===== src/rrq_pkg.sv =====
`timescale 1ns / 1ps
// ----------------------------------------------------------------------------
// rrq_pkg: shared types and constants of the round-robin run queue
// Field widths, command and status codes, and the item and result records.
// ----------------------------------------------------------------------------
package rrq_pkg;

    localparam int SLOT_W       = 4;
    localparam int TID_W        = 32;
    localparam int IN_TDATA_W   = 40;
    localparam int OUT_TDATA_W  = 48;

    localparam logic [TID_W-1:0] ID_MAX      = '1;
    localparam logic [TID_W-1:0] ID_FIRST    = 32'd2;
    localparam logic [SLOT_W-1:0] IDLE_SLOT  = '0;

    typedef enum logic {
        CMD_ADD  = 1'b0,
        CMD_TICK = 1'b1
    } t_cmd;

    typedef enum logic [1:0] {
        ST_OK      = 2'd0,
        ST_INVALID = 2'd1,
        ST_FULL    = 2'd2
    } t_status;

    typedef struct packed {
        t_cmd              cmd;
        logic [SLOT_W-1:0] task_slot;
        logic [TID_W-1:0]  given_tid;
        logic              current_running;
    } t_item;

    typedef struct packed {
        t_status           status;
        logic [TID_W-1:0]  assigned_tid;
        logic [SLOT_W-1:0] current_slot;
        logic [SLOT_W-1:0] previous_slot;
        logic              switched;
    } t_result;

endpackage


===== src/rrq_mem.sv =====
`timescale 1ns / 1ps
// ----------------------------------------------------------------------------
// rrq_mem: run queue storage
// One write port and one read port, read data registered.
// ----------------------------------------------------------------------------
module rrq_mem #(
    parameter int DEPTH  = 16,
    parameter int ADDR_W = 4
) (
    input  logic                       i_clk,
    input  logic                       i_we,
    input  logic [ADDR_W-1:0]          i_waddr,
    input  logic [rrq_pkg::SLOT_W-1:0] i_wdata,
    input  logic                       i_re,
    input  logic [ADDR_W-1:0]          i_raddr,
    output logic [rrq_pkg::SLOT_W-1:0] o_rdata
);
    import rrq_pkg::*;

    logic [SLOT_W-1:0] r_store [DEPTH];
    logic [SLOT_W-1:0] r_rdata;

    always_ff @(posedge i_clk) begin
        if (i_we) begin
            r_store[i_waddr] <= i_wdata;
        end
    end

    always_ff @(posedge i_clk) begin
        if (i_re) begin
            r_rdata <= r_store[i_raddr];
        end
    end

    assign o_rdata = r_rdata;

endmodule


===== src/rrq_sched.sv =====
`timescale 1ns / 1ps
// ----------------------------------------------------------------------------
// rrq_sched: scheduler sequencer
// Read the queue head on acceptance, then decide, write back and update.
// ----------------------------------------------------------------------------
module rrq_sched #(
    parameter int NUM_SLOTS = 16,
    parameter int PTR_W     = 4,
    parameter int CNT_W     = 5
) (
    input  logic                       i_clk,
    input  logic                       i_rst_n,
    input  logic                       i_valid,
    output logic                       o_ready,
    input  rrq_pkg::t_item             i_item,
    output logic                       o_res_valid,
    input  logic                       i_res_take,
    output rrq_pkg::t_result           o_res,
    output logic                       o_mem_we,
    output logic [PTR_W-1:0]           o_mem_waddr,
    output logic [rrq_pkg::SLOT_W-1:0] o_mem_wdata,
    output logic                       o_mem_re,
    output logic [PTR_W-1:0]           o_mem_raddr,
    input  logic [rrq_pkg::SLOT_W-1:0] i_mem_rdata
);
    import rrq_pkg::*;

    typedef enum logic [1:0] {
        S_IDLE = 2'b01,
        S_EXEC = 2'b10
    } t_state;

    localparam logic [PTR_W-1:0] PTR_LAST = PTR_W'(NUM_SLOTS - 1);
    localparam logic [CNT_W-1:0] CNT_FULL = CNT_W'(NUM_SLOTS);

    t_state            r_state, n_state;
    t_item             r_item;
    logic [PTR_W-1:0]  r_head, n_head;
    logic [PTR_W-1:0]  r_tail, n_tail;
    logic [CNT_W-1:0]  r_count, n_count;
    logic [SLOT_W-1:0] r_running, n_running;
    logic [TID_W-1:0]  r_next_id, n_next_id;

    logic    accept, commit, slot_bad, q_full, q_empty;
    t_result res;

    assign o_ready = (r_state == S_IDLE);
    assign accept  = i_valid && o_ready;
    assign commit  = (r_state == S_EXEC) && i_res_take;

    assign slot_bad = (r_item.task_slot == IDLE_SLOT)
                   || (32'(r_item.task_slot) >= NUM_SLOTS);
    assign q_full   = (r_count == CNT_FULL);
    assign q_empty  = (r_count == '0);

    // Read the head for every item; only a tick with a non-empty queue uses it
    assign o_mem_re    = accept;
    assign o_mem_raddr = r_head;
    assign o_mem_waddr = r_tail;

    always_comb begin
        n_state     = r_state;
        n_head      = r_head;
        n_tail      = r_tail;
        n_count     = r_count;
        n_running   = r_running;
        n_next_id   = r_next_id;
        o_mem_we    = 1'b0;
        o_mem_wdata = r_item.task_slot;

        res.status        = ST_OK;
        res.assigned_tid  = '0;
        res.previous_slot = r_running;
        res.current_slot  = r_running;
        res.switched      = 1'b0;

        case (r_item.cmd)
            CMD_ADD: begin
                if (slot_bad) begin
                    res.status = ST_INVALID;
                end else if (q_full) begin
                    res.status = ST_FULL;
                end else begin
                    res.assigned_tid = r_item.given_tid;
                    if (r_item.given_tid == '0) begin
                        res.assigned_tid = r_next_id;
                        if (r_next_id != ID_MAX) begin
                            n_next_id = r_next_id + 1'b1;
                        end
                    end
                    o_mem_we = commit;
                    n_tail   = (r_tail == PTR_LAST) ? '0 : r_tail + 1'b1;
                    n_count  = r_count + 1'b1;
                end
            end
            CMD_TICK: begin
                if (!q_empty) begin
                    // Pop the head first, then re-queue a still-running task
                    res.current_slot = i_mem_rdata;
                    n_head = (r_head == PTR_LAST) ? '0 : r_head + 1'b1;
                    if (r_item.current_running) begin
                        o_mem_we    = commit;
                        o_mem_wdata = r_running;
                        n_tail = (r_tail == PTR_LAST) ? '0 : r_tail + 1'b1;
                    end else begin
                        n_count = r_count - 1'b1;
                    end
                end else begin
                    res.current_slot = r_item.current_running ? r_running : IDLE_SLOT;
                end
                n_running    = res.current_slot;
                res.switched = (res.current_slot != r_running);
            end
            default: ;
        endcase

        case (r_state)
            S_IDLE: if (accept) n_state = S_EXEC;
            S_EXEC: if (commit) n_state = S_IDLE;
            default: n_state = S_IDLE;
        endcase
    end

    always_ff @(posedge i_clk) begin
        if (!i_rst_n) begin
            r_state   <= S_IDLE;
            r_head    <= '0;
            r_tail    <= '0;
            r_count   <= '0;
            r_running <= IDLE_SLOT;
            r_next_id <= ID_FIRST;
        end else begin
            r_state <= n_state;
            if (commit) begin
                r_head    <= n_head;
                r_tail    <= n_tail;
                r_count   <= n_count;
                r_running <= n_running;
                r_next_id <= n_next_id;
            end
        end
    end

    always_ff @(posedge i_clk) begin
        if (accept) begin
            r_item <= i_item;
        end
    end

    assign o_res_valid = (r_state == S_EXEC);
    assign o_res       = res;

endmodule


===== src/round_robin_run_queue_top.sv =====
`timescale 1ns / 1ps
// ----------------------------------------------------------------------------
// round_robin_run_queue_top: round-robin task scheduler with a FIFO run queue
// Queue of task slot numbers in a synchronous memory; add and tick commands.
// ----------------------------------------------------------------------------
// Usage:
//   s_axis carries one command per transaction: tuser selects add (0) or
//   tick (1); tdata carries the slot, the given id and the running flag.
//   m_axis returns one result per command: status, assigned id, current and
//   previous slot and the switch flag.
//   Each command passes the idle and exec states: in idle, acceptance issues
//   the read of the queue head; in exec the block sees the read data, writes
//   a tail entry where one is due and loads the output register once that
//   register is free. s_axis_tready then rises again, so the block takes no
//   new command before it is through with the last one; the result on m_axis
//   is registered. The queue memory has one read port and one write port.
//   A result waiting in the output register does not block acceptance; only
//   when it is still held and a second result is ready does the block hold
//   its command until m_axis_tready frees the register.
//   Reset leaves the idle task (slot 0) running, an empty queue
//   and next id 2; the queue memory needs no clearing pass.
// ----------------------------------------------------------------------------
module round_robin_run_queue_top #(
    parameter int NUM_SLOTS = 16
) (
    input  logic                             i_clk,
    input  logic                             i_rst_n,
    // tdata: task_slot[3:0], given_tid[35:4], current_running[36], zero fill
    input  logic [rrq_pkg::IN_TDATA_W-1:0]   s_axis_tdata,
    // tuser: cmd[0]
    input  logic                             s_axis_tuser,
    input  logic                             s_axis_tvalid,
    output logic                             s_axis_tready,
    // tdata: status[1:0], assigned_tid[33:2], current_slot[37:34],
    //        previous_slot[41:38], switched[42], zero fill
    output logic [rrq_pkg::OUT_TDATA_W-1:0]  m_axis_tdata,
    output logic                             m_axis_tvalid,
    input  logic                             m_axis_tready
);
    import rrq_pkg::*;

    localparam int PTR_W = (NUM_SLOTS > 1) ? $clog2(NUM_SLOTS) : 1;
    localparam int CNT_W = $clog2(NUM_SLOTS + 1);

    t_item             item;
    t_result           res;
    logic              res_valid, res_take;
    logic              mem_we, mem_re;
    logic [PTR_W-1:0]  mem_waddr, mem_raddr;
    logic [SLOT_W-1:0] mem_wdata, mem_rdata;

    logic                   r_m_valid;
    logic [OUT_TDATA_W-1:0] r_m_data;

    // Unpack the command fields
    assign item.cmd             = t_cmd'(s_axis_tuser);
    assign item.task_slot       = s_axis_tdata[3:0];
    assign item.given_tid       = s_axis_tdata[35:4];
    assign item.current_running = s_axis_tdata[36];

    rrq_mem #(
        .DEPTH  (NUM_SLOTS),
        .ADDR_W (PTR_W)
    ) u_mem (
        .i_clk   (i_clk),
        .i_we    (mem_we),
        .i_waddr (mem_waddr),
        .i_wdata (mem_wdata),
        .i_re    (mem_re),
        .i_raddr (mem_raddr),
        .o_rdata (mem_rdata)
    );

    rrq_sched #(
        .NUM_SLOTS (NUM_SLOTS),
        .PTR_W     (PTR_W),
        .CNT_W     (CNT_W)
    ) u_sched (
        .i_clk       (i_clk),
        .i_rst_n     (i_rst_n),
        .i_valid     (s_axis_tvalid),
        .o_ready     (s_axis_tready),
        .i_item      (item),
        .o_res_valid (res_valid),
        .i_res_take  (res_take),
        .o_res       (res),
        .o_mem_we    (mem_we),
        .o_mem_waddr (mem_waddr),
        .o_mem_wdata (mem_wdata),
        .o_mem_re    (mem_re),
        .o_mem_raddr (mem_raddr),
        .i_mem_rdata (mem_rdata)
    );

    // Output register: free when empty or drained in this cycle
    assign res_take = !r_m_valid || m_axis_tready;

    always_ff @(posedge i_clk) begin
        if (!i_rst_n) begin
            r_m_valid <= 1'b0;
        end else if (res_take) begin
            r_m_valid <= res_valid;
        end
    end

    always_ff @(posedge i_clk) begin
        if (res_take && res_valid) begin
            r_m_data <= {5'd0, res.switched, res.previous_slot, res.current_slot,
                         res.assigned_tid, res.status};
        end
    end

    assign m_axis_tvalid = r_m_valid;
    assign m_axis_tdata  = r_m_data;

endmodule


===== config.mk =====
export PLATFORM = sky130hd
export DESIGN_NAME = round_robin_run_queue_top
export DESIGN_NICKNAME = d
export VERILOG_FILES = /design/src/rrq_pkg.sv /design/src/rrq_mem.sv /design/src/rrq_sched.sv /design/src/round_robin_run_queue_top.sv
export SDC_FILE = /design/constraint.sdc
export NUM_CORES = 1
export LEC_CHECK = 0
export ABC_AREA = 0
export BUFFER_PORTS_ARGS = -buffer_cell sky130_fd_sc_hd__buf_2
export CORE_MARGIN = 4
export CORE_UTILIZATION = 58
export DETAILED_ROUTE_END_ITERATION = 12
export GPL_TIMING_DRIVEN = 0
export PLACE_DENSITY = 0.76
export RECOVER_POWER = 100
export SLEW_MARGIN = 5
export SYNTH_ARGS = -nofsm -noshare
export SYNTH_HDL_FRONTEND = slang
export SYNTH_SLANG_ARGS = --single-unit

===== constraint.sdc =====
create_clock -name i_clk -period 4.7 [get_ports i_clk]
set_clock_uncertainty 0.15 [all_clocks]
set_input_delay 1.175 -clock i_clk [delete_from_list [all_inputs] [get_ports i_clk]]
set_output_delay 1.175 -clock i_clk [all_outputs]
set_load 0.02 [all_outputs]

==> results.ini <==
[clock_network]
cts_sinks=201
cts_root_buf=clkbuf_16
cts_buffers=22
postCtsHoldBufs=0
cts_tree=done
cts_resized=0
postCtsSetupBuffers=0
htree_levels=1
path_clk_slew_ps=60
clock_latency_ps=500
cts.path.max_buffers=3

[floorplanning]
fp.dieH_um=129
coreArea_um2=14500
boundaryPins=95
row_count=44
fp.dieArea_um2=16800
die_w_um=129
initial_utilization_pct=59.1

[route]
drt_iter0_drc=762
drc=0
routed_wl_um=19000
detail_route.wl_per_cell_um=19.9
firstDrtPassIters=6
viasPerCell=6.19
vias=5916
ant_nets=0

[min_path]
hold_path_depth=2
hold_class=reg2reg

[flow_run]
drv_cap=1

[worst_setup_path]
crit_end=u_mem.r_store[3][2]$_DFFE_PP_
endpoint_kind=flip-flop
r2r-start=u_sched.r_count[0]$_SDFFE_PN0P_
startpoint_type=primary input
crit_fanout=23
ff2ff_path_depth=7
crit_type=in2reg
worstPathRequired_ps=4680
cp.arrival_ps=3830
startpoint=m_axis_tready
regToRegEndpoint=u_sched.r_next_id[7]$_SDFFE_PN0P_
rrSetupSlack_ps=1060

[global_route]
grt_max_degree=34
grt_pass1_vias=5699
antenna_found_initial=0
grt_pass1_wl_um=30300
grt_use_total_pct=22.9
overflow=0

[power_and_ir_drop]
p_leak_uw=0.00323
p_per_area_nw_per_um2=393
ir_worst_vdd_mv=0.291

[sta]
fin_crit_ps=3850
period_share_pct=81.8
finalHoldViolations=0
rsz0062_at_grt=false
fin_setup_tns_ps=0
max-slew-margin-rel_pct=-25.5
setup_viol=0
drv_slew=34
tightestPinTransition_ps=1880
hold_slack_ps=360
max_freq_ghz=0.260

[logic_synthesis]
ys_ff_latch=201
synthArstFlopShare_pct=0
synth_area_um2=8550
synthXorXnorAreaFrac_pct=0.614
ys_warn_count=0
yosysSeqAreaShare_pct=64.5
synth_ff_type=edfxtp_1
yosys.area_share.adder_pct=1.55
synthMuxAreaShare_pct=6.61
synth.distinct_cells=61
synthCells=640
synth-edff-count=149
synth_area_per_cell_um2=13.4
yosysTopAreaCellShare_pct=52.3
synth_compound_area_share_pct=10.3
ys_top_cells_by_area=edfxtp_1 (52%), dfxtp_1 (12%), mux4_2 (5.3%), a21oi_1 (3.9%), nor2_1 (2.6%)
synth_top_family_by_area=simple AND/OR/NAND/NOR gates
synth-simple-area-share_pct=13.8
yosysTopAreaCell=edfxtp_1

[placed_design]
gp_congestion=0.882
portBuffers=85
dpl.hpwl_um=13100

[final_layout]
seqCellArea_um2=5520
area_growth_pct=15.7
diodes=0
drive_gt1_share_pct=14.5
final_common_cell=edfxtp_1
layout_common_cells=edfxtp_1 (149), clkbuf_1 (74), a21oi_1 (67)
fillers=1021
nets=810
fin_util_pct=68.4
multi_input_area_um2=2780

[run_status]
violations=capacitance limit, slew limit
status=finished with violations

-- cell type report --
cell class / instances / area share, %
multi-input cells: 395 / 28.1
repair buffers: 87 / 3.96
clock inverters: 15 / 2.09
flip-flops and latches: 201 / 55.7
plain buffers: 36 / 1.71
inverters: 12 / 0.455
clock buffers: 25 / 5.67
well taps: 184 / 2.33
-- flip-flops by register name, summed over array words and instances (netlist names) --
register	flops
u_sched.o_mem_raddr	4
u_sched.r_running	4
u_sched.r_item	38
m_axis_tdata	43
u_sched.o_mem_waddr	4
u_sched.r_state	2
u_sched.r_count	5
u_mem.r_store	64
m_axis_tvalid	1
u_sched.r_next_id	32
u_mem.o_rdata	4
-- per-stage QoR --
stage	cell area [um^2]	power, uW	setup WS (ps)	std cells
floorplan	8570	2080	571	644
global placement	9230	2130	-428	913
detailed placement	9270	2140	889	915
CTS	10000	3920	1400	955
global route	9900	4010	694	955
finish	9900	3890	854	955
-- critical path, cell delays in order --
cell      delay [ps]
clkbuf_1         100
nor2b_1          140
nor2_4           620
a21boi_0         800
nand2_1          360
nor3_1           610
-- worst min path at each step --
stage | start | end
finish | u_sched.r_next_id[23]$_SDFFE_PN0P_ | u_sched.r_next_id[23]$_SDFFE_PN0P_
global route | u_sched.r_count[3]$_SDFFE_PN0P_ | u_sched.r_count[3]$_SDFFE_PN0P_
CTS | u_sched.r_next_id[23]$_SDFFE_PN0P_ | u_sched.r_next_id[23]$_SDFFE_PN0P_
detailed placement | u_sched.r_next_id[27]$_SDFFE_PN0P_ | u_sched.r_next_id[27]$_SDFFE_PN0P_
global placement | u_sched.r_next_id[27]$_SDFFE_PN0P_ | u_sched.r_next_id[27]$_SDFFE_PN0P_
floorplan | u_sched.r_next_id[27]$_SDFFE_PN0P_ | u_sched.r_next_id[27]$_SDFFE_PN0P_
-- layer usage --
layer | GRT usage, % | vias up | part of all wire [%]
met5 | 0 | - | 0
met2 | 37.0 | 281 | 47
met4 | 5.38 | 0 | 1.5
met1 | 32.7 | 2873 | 43
li1 | - | 2732 | -
met3 | 4.16 | 30 | 8.5
-- report_power, final --
part | internal (uW) | switching (uW) | leakage [uW] | total (uW)
clock network | 1130 | 664 | 0.000371 | 1800
logic | 39.9 | 90.0 | 0.00106 | 130
registers | 1950 | 19.2 | 0.00180 | 1960
-- synth_stat cells (all sizes together) (9+ instances only) --
cell    instances
nor3            9
clkbuf         18
nand4          13
dfxtp          52
edfxtp        149
nand2b          9
or4            27
o21ai          13
o31ai          24
nor4           13
buf            18
nand2          27
nor2           62
a21oi          67
ha              9
inv            11
mux4           20
nand3          23
-- kinds of logic (layout without fill, tap and decap cells) --
group | Yosys count | in the layout
XOR/XNOR | 6 | 6
buffers and inverters | 48 | 175
other | 1 | 5
adder cells (fa/ha/maj) | 10 | 10
multiplexers | 31 | 31
flip-flops | 201 | 201
AO/OA/AOI/OAI | 134 | 134
AND/OR/NAND/NOR | 209 | 209
Power figures use the tool's default switching activity.
